<file path="src/bpd_pkg.sv">
`timescale 1ns / 1ps
// ----------------------------------------------------------------------------
// bpd_pkg
// Shared types and constants of the directional Blinn-Phong shader.
// ----------------------------------------------------------------------------
package bpd_pkg;

  localparam int unsigned FracBitsDef = 14;
  localparam int unsigned ShineMax    = 255;
  localparam int unsigned VecW        = 16;
  localparam int unsigned ColW        = 16;
  localparam int unsigned RgbW        = 3 * ColW;
  localparam int unsigned CfgIdxW     = 3;
  localparam int unsigned HhW         = 34;
  localparam int unsigned LenW        = 17;

  typedef logic signed [VecW-1:0] vec_t;
  typedef logic signed [VecW:0]   lvec_t;

  typedef enum logic [CfgIdxW-1:0] {
    CFG_LIGHT_X   = 3'd0,
    CFG_LIGHT_Y   = 3'd1,
    CFG_LIGHT_Z   = 3'd2,
    CFG_DIFFUSE   = 3'd3,
    CFG_SPECULAR  = 3'd4,
    CFG_AMBIENT   = 3'd5,
    CFG_SHININESS = 3'd6
  } cfg_idx_e;

endpackage

</file>
<file path="src/bpd_isqrt.sv">
`timescale 1ns / 1ps
// ----------------------------------------------------------------------------
// bpd_isqrt
// Pipelined integer square root, one result bit per stage.
// ----------------------------------------------------------------------------
module bpd_isqrt import bpd_pkg::*; #(
  parameter int unsigned SIDE_W = 1
) (
  input  logic              clk_i,
  input  logic              rst_ni,
  input  logic              en_i,
  input  logic              valid_i,
  input  logic [HhW-1:0]    rad_i,
  input  logic [SIDE_W-1:0] side_i,
  output logic              valid_o,
  output logic [LenW-1:0]   root_o,
  output logic [SIDE_W-1:0] side_o
);

  localparam int unsigned N  = LenW;
  localparam int unsigned RW = HhW + 1;

  logic [N-1:0]      vld_q;
  logic [RW-1:0]     v_q    [N];
  logic [RW-1:0]     r_q    [N];
  logic [SIDE_W-1:0] side_q [N];
  logic [RW-1:0]     v_d    [N];
  logic [RW-1:0]     r_d    [N];

  always_comb begin
    logic [RW-1:0] vp;
    logic [RW-1:0] rp;
    logic [RW-1:0] bt;
    for (int i = 0; i < N; i++) begin
      vp = (i == 0) ? RW'(rad_i) : v_q[(i == 0) ? 0 : i - 1];
      rp = (i == 0) ? '0 : r_q[(i == 0) ? 0 : i - 1];
      bt = RW'(1) << (2 * (N - 1 - i));
      if (vp >= rp + bt) begin
        v_d[i] = vp - (rp + bt);
        r_d[i] = (rp >> 1) + bt;
      end else begin
        v_d[i] = vp;
        r_d[i] = rp >> 1;
      end
    end
  end

  always_ff @(posedge clk_i or negedge rst_ni) begin
    if (!rst_ni) begin
      vld_q <= '0;
    end else if (en_i) begin
      vld_q <= {vld_q[N-2:0], valid_i};
    end
  end

  always_ff @(posedge clk_i) begin
    if (en_i) begin
      for (int i = 0; i < N; i++) begin
        v_q[i]    <= v_d[i];
        r_q[i]    <= r_d[i];
        side_q[i] <= (i == 0) ? side_i : side_q[(i == 0) ? 0 : i - 1];
      end
    end
  end

  assign valid_o = vld_q[N-1];
  assign root_o  = r_q[N-1][LenW-1:0];
  assign side_o  = side_q[N-1];

endmodule

</file>
<file path="config.mk">
export PLATFORM = sky130hd
export DESIGN_NAME = bpd_isqrt
export DESIGN_NICKNAME = d
export VERILOG_FILES = /design/src/bpd_pkg.sv /design/src/bpd_isqrt.sv
export SDC_FILE = /design/constraint.sdc
export NUM_CORES = 1
export LEC_CHECK = 0
export ABC_AREA = 1
export BUFFER_PORTS_ARGS = -buffer_cell sky130_fd_sc_hd__buf_2
export CAP_MARGIN = 5
export CORE_ASPECT_RATIO = 1.2
export CORE_UTILIZATION = 45
export CTS_CLUSTER_DIAMETER = 60
export DETAILED_ROUTE_END_ITERATION = 6
export PLACE_DENSITY_LB_ADDON = 0.05
export SYNTH_ARGS = -nofsm -noshare
export SYNTH_HDL_FRONTEND = slang
export SYNTH_SLANG_ARGS = --single-unit
</file>
<file path="constraint.sdc">
create_clock -name clk_i -period 1.85 [get_ports clk_i]
set_input_delay 0.2775 -clock clk_i [delete_from_list [all_inputs] [get_ports clk_i]]
set_output_delay 0.2775 -clock clk_i [all_outputs]
set_load 0.01 [all_outputs]
</file>
==> impl_results.md <==
* Beginning of the critical path: v_q[0][496]$_DFFE_PP_
* Clock Path Buffers at 3
* Routed Antenna Nets at 0
* Number of global-route vias before repair at approximately 35000
* Initial Utilization at a little under half
* Top-Level Pins at 58
* CP Cell Sequence: ha_4 -> nand2_4 -> inv_2 -> a21oi_2 -> nand2_2 -> nand2_2 -> nand2_4 -> nand2_2 -> nand2_2 -> nor2_4 -> clkbuf_16 -> a21oi_2
* Synth Warn # at 0
* Net count, final at between 6000 and 7000
* Ant diodes at 0
* CP Capture Type: register
* Reg-to-reg startpoint: v_q[0][496]$_DFFE_PP_
* Final hold vios at 0
* Most common cell in the synthesized netlist: nand2_1
* RSZ-0062 raised after global routing: true
* Setup Skew at approximately 0.045 ns
* Setup CP Type: register to register
* Outcome: finished, violations left
* Detailed placer's ending HPWL at approximately 92000 microns
* Post-synth EDFFs at 730
* Clock Sinks at between 700 and 800
* DR pass1 iterations at 6
* Max incr delay on CP at around 0.44 ns
* Vias post-DR at 36100
* Worst Path Buf+Inv at 2
* Fin worst setup slack at -0.395 ns
* Die width at ~280 microns
* Max-slew violation count at 0
* Setup-failing EPs final at 280
* Netlist cell types at 54
* Place WS at -0.526 ns
* Synth area leaders: edfxtp_1, nand2_1, inv_1
* Power Total at about 60 mW
* CP required at roughly 2.3 ns
* Hold Path Class: input port to async pin
* Tcrit/Tclk final at 121%
* MaxCap Viol Count at 0
* Synthesized netlist cell count at about 4500
* Total global routing overflow at 0
* CTS tree: built
* DR WL/cell at 17.7 microns
* Synth top area share at 54.1%
* Cell Pwr Density at ~950 mW/mm^2
* Core area at 0.0892 sq mm
* Crit start category: register
* Die height at ~330 microns
* Fin crit period at around 2.2 ns
* Post-synth top cells: nand2_1, edfxtp_1, inv_1
* Post-Syn Area per Cell at just under 9 sq um
* Dpl cells at just under 7000
* Post-Synthesis Net Count at 4733
* Reg2Reg Setup Slack at -0.40 ns
* Seq/Total Area, Yosys at ~55%
* Levels on crit path at 12
* DRC Markers at 0
* CP max FO at 7
* Worst path top cell family by delay: simple AND/OR/NAND/NOR gates
* Arr. time, crit path at 2.67 ns
* CP endpoint: v_q[0][551]$_DFFE_PP_
* Peak supply drop at between 0.9 and 1 mV
* Layout Cells excl Fill at roughly 7300
* F_max at around 450 MHz
* Prevailing post-synth register cell: edfxtp_1
* Clock-pin slew on the worst setup and hold paths at 0.06 ns
* RD Place Congestion at 0.943
* Tot GR Track Use at ~27%
* Die ar. at around 0.091 sq mm
* Worst r2r dst: v_q[0][551]$_DFFE_PP_
* Netlist Area Pre-Place at slightly above 0.04 sq mm
* CP most frequent cell: nand2_2
* Pin count of the biggest net entering global routing at 69
* H-Tree Depth at 3
* Reg2reg path depth at 12
* Cell taking the most area after synthesis: edfxtp_1
* Highest-delay cell along the critical path: edfxtp_1
* First-pass GRT wire length at between 150000 and 200000 microns
* Initial antenna violation count at 0
* Violated checks: negative setup slack
* Setup tns final at -61.44 ns
* Worst skew pair latency at between 0.6 and 0.7 ns
* Total CTS buffers at 89
* Initial DRC count at ~2100
* Layout cell share with drive strength beyond 1 at 46.4%
* LEAKAGE at between 20 and 30 nW
* Layout area overhead at 56.1%
* Port Buffer Count at 57
* Post-synthesis register bit count at around 750
* Ys async rst share at under 10%
* Num rows at 120
* Clock Tree Root: clkbuf_16
* Via/cell ratio at slightly below 5
* DRT Wirelength at between 100000 and 150000 microns
-- layer usage --
metal	GRT usage [%]	up-vias	wire length (microns)	share of wire (%)
li1	-	17900	-	-
met1	33.9	17200	53100	41
met2	49.7	747	66200	51
met3	2.89	236	4970	3.9
met4	8.89	0	4460	3.5
met5	0	-	0	0
-- logic make-up after synthesis --
group	share of synthesized area [%]
XOR/XNOR	3.07
multiplexers	0.0834
AO/OA/AOI/OAI	4.21
AND/OR/NAND/NOR	24.9
other	0.00926
adder cells (fa/ha/maj)	5.13
buffers and inverters	7.36
flip-flops	55.2
-- sequential cells by signal, indices dropped and copies added, names as in the netlist --
signal / cells
r_q: 153
vld_q: 17
v_q: 560
side_q: 17
-- final cells by class --
class / count / area, sq um
Clock buffer: 104 / 2310
Inverter: 724 / 2780
Timing Repair Buffer: 1426 / 12000
Tap cell: 1159 / 1450
Sequential cell: 747 / 22300
Fill cell: 6739 / 26000
Timing Repair inverter: 6 / 80.1
Multi-Input combinational cell: 3029 / 21500
Clock inverter: 57 / 708
-- metrics by stage --
stage / util, % / area [sq um] / hold slack [ns]
floorplan: - / 41600 / -0.0181
global placement: 57.2 / 51000 / 0.212
detailed placement: 57.2 / 51000 / 0.216
CTS: 67.2 / 59900 / 0.0556
global route: 70.9 / 63200 / 0.0899
finish: 70.9 / 63200 / 0.0865
-- layout by cell type, fill, tap and decap left out, types with 54 or more instances in the layout --
cell type / instances
a21oi_1: 54
a21oi_2: 89
buf_2: 56
buf_4: 1155
buf_6: 103
clkbuf_16: 96
edfxtp_1: 730
ha_4: 112
inv_1: 532
inv_2: 178
nand2_1: 861
nand2_2: 368
nand2_4: 163
nand3_1: 193
nand3_2: 66
nand4_1: 91
nor2_1: 343
nor2_2: 56
nor2_4: 64
xor2_1: 102
-- how the worst min path moves through the flow --
stage	from	to	slack (ns)	cells past startpoint
6_report	rst_ni	vld_q[1]$_DFFE_PN0P_	0.09	2
3_5_place_dp	rst_ni	vld_q[1]$_DFFE_PN0P_	0.22	1
3_3_place_gp	rst_ni	vld_q[1]$_DFFE_PN0P_	0.21	1
2_1_floorplan	rst_ni	vld_q[0]$_DFFE_PN0P_	-0.02	0
5_1_grt	en_i	r_q[0][300]$_DFFE_PP_	0.09	2
4_1_cts	rst_ni	vld_q[0]$_DFFE_PN0P_	0.06	2
-- power by group --
| group | switching [mW] | total (mW) | internal (mW) |
|---|---|---|---|
| logic | 10.2 | 19.7 | 9.51 |
| clock network | 7.37 | 17.9 | 10.5 |
| registers | 1.50 | 22.5 | 21.0 |
| total | 19.1 | 60.1 | 41.0 |
-- repair_timing --
| item | CTS | global route |
|---|---|---|
| setup buffers | 205 | 101 |
| endpoints found under the hold margin | 54 | 0 |
| hold buffers | 38 | 0 |
| pin swaps | 306 | 359 |
| gates resized for setup | 967 | 705 |
| endpoints found under the setup margin | 291 | 296 |
| gates cloned | 32 | 7 |
Power figures use the tool's default switching activity.
