### config.mk
export PLATFORM = sky130hd
export DESIGN_NAME = bpd_div
export DESIGN_NICKNAME = d
export VERILOG_FILES = /design/src/bpd_pkg.sv /design/src/bpd_div.sv
export SDC_FILE = /design/constraint.sdc
export NUM_CORES = 1
export LEC_CHECK = 0
export ABC_AREA = 1
export BUFFER_PORTS_ARGS = -buffer_cell sky130_fd_sc_hd__buf_4
export CAP_MARGIN = 5
export CORE_UTILIZATION = 45
export CTS_CLUSTER_DIAMETER = 150
export DETAILED_ROUTE_END_ITERATION = 6
export SETUP_SLACK_MARGIN = 0.05
export SKIP_CTS_REPAIR_TIMING = 1
export SYNTH_ARGS = -nofsm -noshare
export SYNTH_HDL_FRONTEND = slang
export SYNTH_SLANG_ARGS = --single-unit
### constraint.sdc
create_clock -name clk_i -period 2.76 [get_ports clk_i]
set_input_delay 0.276 -clock clk_i [delete_from_list [all_inputs] [get_ports clk_i]]
set_output_delay 0.276 -clock clk_i [all_outputs]
set_load 0.02 [all_outputs]
### src/bpd_pkg.sv
`timescale 1ns / 1ps
// ----------------------------------------------------------------------------
// bpd_pkg
// Shared types and constants of the directional Blinn-Phong shader.
// ----------------------------------------------------------------------------
package bpd_pkg;

  localparam int unsigned FracBitsDef = 14;
  localparam int unsigned ShineMax    = 255;
  localparam int unsigned VecW        = 16;
  localparam int unsigned ColW        = 16;
  localparam int unsigned RgbW        = 3 * ColW;
  localparam int unsigned CfgIdxW     = 3;
  localparam int unsigned HhW         = 34;
  localparam int unsigned LenW        = 17;

  typedef logic signed [VecW-1:0] vec_t;
  typedef logic signed [VecW:0]   lvec_t;

  typedef enum logic [CfgIdxW-1:0] {
    CFG_LIGHT_X   = 3'd0,
    CFG_LIGHT_Y   = 3'd1,
    CFG_LIGHT_Z   = 3'd2,
    CFG_DIFFUSE   = 3'd3,
    CFG_SPECULAR  = 3'd4,
    CFG_AMBIENT   = 3'd5,
    CFG_SHININESS = 3'd6
  } cfg_idx_e;

endpackage

### src/bpd_div.sv
`timescale 1ns / 1ps
// ----------------------------------------------------------------------------
// bpd_div
// Pipelined restoring divider, quotient saturated at one.
// ----------------------------------------------------------------------------
module bpd_div import bpd_pkg::*; #(
  parameter int unsigned FRAC_BITS = FracBitsDef,
  parameter int unsigned SIDE_W    = 1
) (
  input  logic               clk_i,
  input  logic               rst_ni,
  input  logic               en_i,
  input  logic               valid_i,
  input  logic [HhW-1:0]     num_i,
  input  logic [LenW-1:0]    den_i,
  input  logic [SIDE_W-1:0]  side_i,
  output logic               valid_o,
  output logic [FRAC_BITS:0] base_o,
  output logic [SIDE_W-1:0]  side_o
);

  localparam int unsigned N  = FRAC_BITS + 2;
  localparam int unsigned QW = FRAC_BITS + 1;
  localparam int unsigned CW = 48;

  logic [N-1:0]      vld_q;
  logic [HhW-1:0]    rem_q  [N];
  logic [LenW-1:0]   den_q  [N];
  logic [QW-1:0]     quo_q  [N];
  logic              sat_q  [N];
  logic              zero_q [N];
  logic [SIDE_W-1:0] side_q [N];

  logic [HhW-1:0]    rem_d  [N];
  logic [QW-1:0]     quo_d  [N];
  logic [QW-1:0]     quo_fin;

  always_comb begin
    logic [CW-1:0] dsh;
    for (int i = 0; i < N; i++) begin
      rem_d[i] = num_i;
      quo_d[i] = '0;
      if (i > 0) begin
        dsh = CW'(den_q[i-1]) << (FRAC_BITS + 1 - i);
        if (CW'(rem_q[i-1]) >= dsh) begin
          rem_d[i] = rem_q[i-1] - dsh[HhW-1:0];
          quo_d[i] = quo_q[i-1] | (QW'(1) << (FRAC_BITS + 1 - i));
        end else begin
          rem_d[i] = rem_q[i-1];
          quo_d[i] = quo_q[i-1];
        end
      end
    end
  end

  always_ff @(posedge clk_i or negedge rst_ni) begin
    if (!rst_ni) begin
      vld_q <= '0;
    end else if (en_i) begin
      vld_q <= {vld_q[N-2:0], valid_i};
    end
  end

  always_ff @(posedge clk_i) begin
    if (en_i) begin
      rem_q[0]  <= rem_d[0];
      quo_q[0]  <= quo_d[0];
      den_q[0]  <= den_i;
      sat_q[0]  <= (num_i >> (FRAC_BITS + 1)) >= HhW'(den_i);
      zero_q[0] <= den_i == '0;
      side_q[0] <= side_i;
      for (int i = 1; i < N; i++) begin
        rem_q[i]  <= rem_d[i];
        quo_q[i]  <= quo_d[i];
        den_q[i]  <= den_q[i-1];
        sat_q[i]  <= sat_q[i-1];
        zero_q[i] <= zero_q[i-1];
        side_q[i] <= side_q[i-1];
      end
    end
  end

  always_comb begin
    quo_fin = quo_q[N-1];
    if (zero_q[N-1]) begin
      base_o = '0;
    end else if (sat_q[N-1] || quo_fin > (QW'(1) << FRAC_BITS)) begin
      base_o = QW'(1) << FRAC_BITS;
    end else begin
      base_o = quo_fin;
    end
  end

  assign valid_o = vld_q[N-1];
  assign side_o  = side_q[N-1];

endmodule

==> results.md <==
* Status: completed
* Root Buffer: clkbuf_16
* CP bufs+invs at 2
* Clock sink total at 949
* Initial antenna violation count at 4
* Top delay family on crit path: simple AND/OR/NAND/NOR gates
* Buffers on Ports at 72
* Largest cells by area after synthesis: edfxtp_1 49%, nand2_1 16%, inv_1 7.7%, ha_1 6.0%, nor2_1 3.9%
* Worst Clk Skew at 0.0686 ns
* CP arrival at 3.07 ns
* Max stage delay on crit path at 0.44 ns
* Post-synth design cell area at 56800 µm²
* Synth top area share at 0.493
* R2R cell count at 11
* Most frequent cells in the layout: 2372 x nand2_1, 1169 x inv_1, 933 x edfxtp_1
* CP max stage cell: fa_2
* Final-report hold violation count at 0
* Reg-to-reg slack, setup at 0.11 ns
* Vias at 45553
* Critical-path cell list: ha_1, fa_2, inv_1, nand3_1, nand3_2, nand4_1, nand3_2, nor2_4, buf_4, nand2_1, nand2_1
* Initial Util at 0.456
* Post-synth cell types at 52
* Hold_sp: num_i[4]
* Min Clock Period, post-route at 2.65 ns
* Post-detailed-routing wire length at 165000 µm
* Worst-path fanout max at 12
* Io pins at 73
* Max Freq at 377 MHz
* # rows at 129
* Vias in the first global route at 43278
* CTS tree: yes
* Leak at 0.0296 µW
* HPWL Detailed at 131000 µm
* RSZ-0062 raised after global routing: true
* Maximum vdd drop at 0.592 mV
* First-pass GRT wire length at 249000 µm
* Pre-antenna DRT Iters at 6
* Synth warnings at 0
* Full die area at 128000 µm²
* Synthesized instance count at 6877
* Slew Viols, Final at 0
* Synth area leader: edfxtp_1
* Remaining antenna violation count at 0
* RR Endpoint: rem_q[1][43]
* Rel. slew slack at 0.517
* H-tree level count at 3
* Reg-to-Reg Start: den_q[4][0]
* Reg clk slew, reported paths at 0.06 ns
* Synth async-reset ratio at 0.0169
* Largest net degree at the start of global routing at 114
* Clock Latency Late Sink at 0.75 ns
* Fraction of layout cells with a size suffix above 1 at 0.0711
* Routability cong. at 0.965
* Antenna cells at 0
* Vias per Instance at 5.11
* Core outline area at 124000 µm²
* Post-synth EDFFs at 933
* Type of destination of the critical path: flop
* Final number of setup-violating endpoints at 0
* Drc violations at 0
* Die width at 357 µm
* CP startpoint kind: flop
* WS Path Type: flop to flop
* Syn Nets at 7219
* Data required, critical path at 3.17 ns
* Most used DFF post-synth: edfxtp_1
* HP Class: primary input to flop
* Slew @ Worst Pin at 0.722 ns
* Register area share after synthesis at 0.500
* Grt total ovfl at 0
* Area Growth Syn to Fin at 13.2%
* Hold path depth at 2
* CTS buffer count at 105
* DR WL/cell at 18.5 µm
* 1st-iter DRT viols at 3775
* Hold Slack at 0.266 ns
* Max-cap violations at 0
* CTS Buffer Depth at 3
* Die H at 357 µm
* Period utilization at 0.961
* Final setup TNS at 0 ns
* Most common cell after layout, fill and taps aside: nand2_1
* Syn Area/Cell at 8.26 µm²
* Power Density at 889 nW/µm²
* Global Route Usage Sum at 0.255
* Seq cells post-synth at 949
* Hold EP: rem_q[0][4]
* Final nets at 7534
==> cell families after synthesis <==
kind of cell	synth area share
AOI/OAI and AO/OA	0.0473
xor gates and xnor gates	0.0242
adders and majority gates	0.0649
buffers and inverters	0.0870
DFF	0.500
muxes	0.000397
and+or+nand+nor	0.276
==> routing by layer <==
| metal | vias to the layer above | share of wire | global-route usage |
|---|---|---|---|
| li1 | 22868 | - | - |
| met1 | 21234 | 0.45 | 0.341 |
| met2 | 1194 | 0.47 | 0.432 |
| met3 | 257 | 0.051 | 0.0307 |
| met4 | 0 | 0.030 | 0.0813 |
| met5 | - | 0 | 0 |
==> worst max-delay path by stage <==
stage          depth (start not counted)       endpoint        start  slack (ns)
2_1_floorplan                         12   rem_q[0][55]  den_q[0][0]        0.54
3_3_place_gp                          10   rem_q[1][67]  den_q[4][0]        0.07
3_5_place_dp                          10   rem_q[1][67]  den_q[4][0]        0.07
4_1_cts                               10   rem_q[1][67]  den_q[4][0]       0.004
5_1_grt                               13  rem_q[0][187]  den_q[2][0]        0.02
6_report                              11   rem_q[1][43]  den_q[4][0]        0.11
==> stage by stage <==
stage | utilization | std cells | power [µW] | setup slack [ns] | area (µm²)
floorplan | - | 6877 | 35800 | 0.542 | 56800
global placement | 0.483 | 8651 | 43000 | 0.0685 | 60100
detailed placement | 0.483 | 8651 | 43000 | 0.0665 | 60100
CTS | 0.510 | 8847 | 57100 | 0.00376 | 63500
global route | 0.516 | 8918 | 61000 | 0.0195 | 64300
finish | 0.516 | 8918 | 57100 | 0.106 | 64300
==> Yosys cell counts, types with 2 or more instances <==
| master | n |
|---|---|
| nand2b_1 | 2 |
| a21o_1 | 4 |
| o211ai_1 | 4 |
| o21a_1 | 3 |
| mux2_2 | 2 |
| inv_1 | 1169 |
| nand2_1 | 2380 |
| or2_2 | 7 |
| xnor2_1 | 15 |
| buf_6 | 30 |
| nand3_4 | 2 |
| ha_1 | 272 |
| inv_2 | 7 |
| a21oi_2 | 19 |
| nand3_1 | 419 |
| buf_4 | 7 |
| nand3b_1 | 18 |
| nor2_4 | 10 |
| a21oi_1 | 332 |
| o21ai_1 | 4 |
| o21ai_4 | 2 |
| nor2_2 | 24 |
| nor3_1 | 82 |
| nor2_1 | 592 |
| nor4_1 | 6 |
| dfrtp_1 | 16 |
| buf_2 | 11 |
| and2_1 | 6 |
| xor2_1 | 142 |
| o21ai_2 | 5 |
| nand2_2 | 21 |
| nor2b_1 | 5 |
| edfxtp_1 | 933 |
| buf_8 | 2 |
| fa_1 | 14 |
| nor3_2 | 2 |
| o21bai_1 | 26 |
| clkbuf_1 | 5 |
| nand4_1 | 158 |
| nand2_4 | 5 |
| nand3_2 | 13 |
| clkinv_1 | 2 |
| o21ai_0 | 90 |
==> state kept, by name, indices dropped and copies added, names as in the netlist <==
signal / cells
den_q: 255
side_q: 16
quo_q: 120
sat_q: 16
vld_q: 16
rem_q: 510
zero_q: 16
==> power by group <==
group	switching [µW]	total [µW]	internal, µW
combinational	14400	21600	7250
clock	6040	13800	7800
sequential	2270	21600	19400
total	22700	57100	34400
==> area by class of cell <==
class	instances	area [µm²]
Inverter	1179	4430
Tap cell	1637	2050
Multi-Input combinational cell	4695	23500
Clock inverter	72	701
Timing Repair Buffer	262	2420
Clock buffer	124	2720
Sequential cell	949	28400
Fill cell	11824	60200
(Power assumes the default switching activity.)
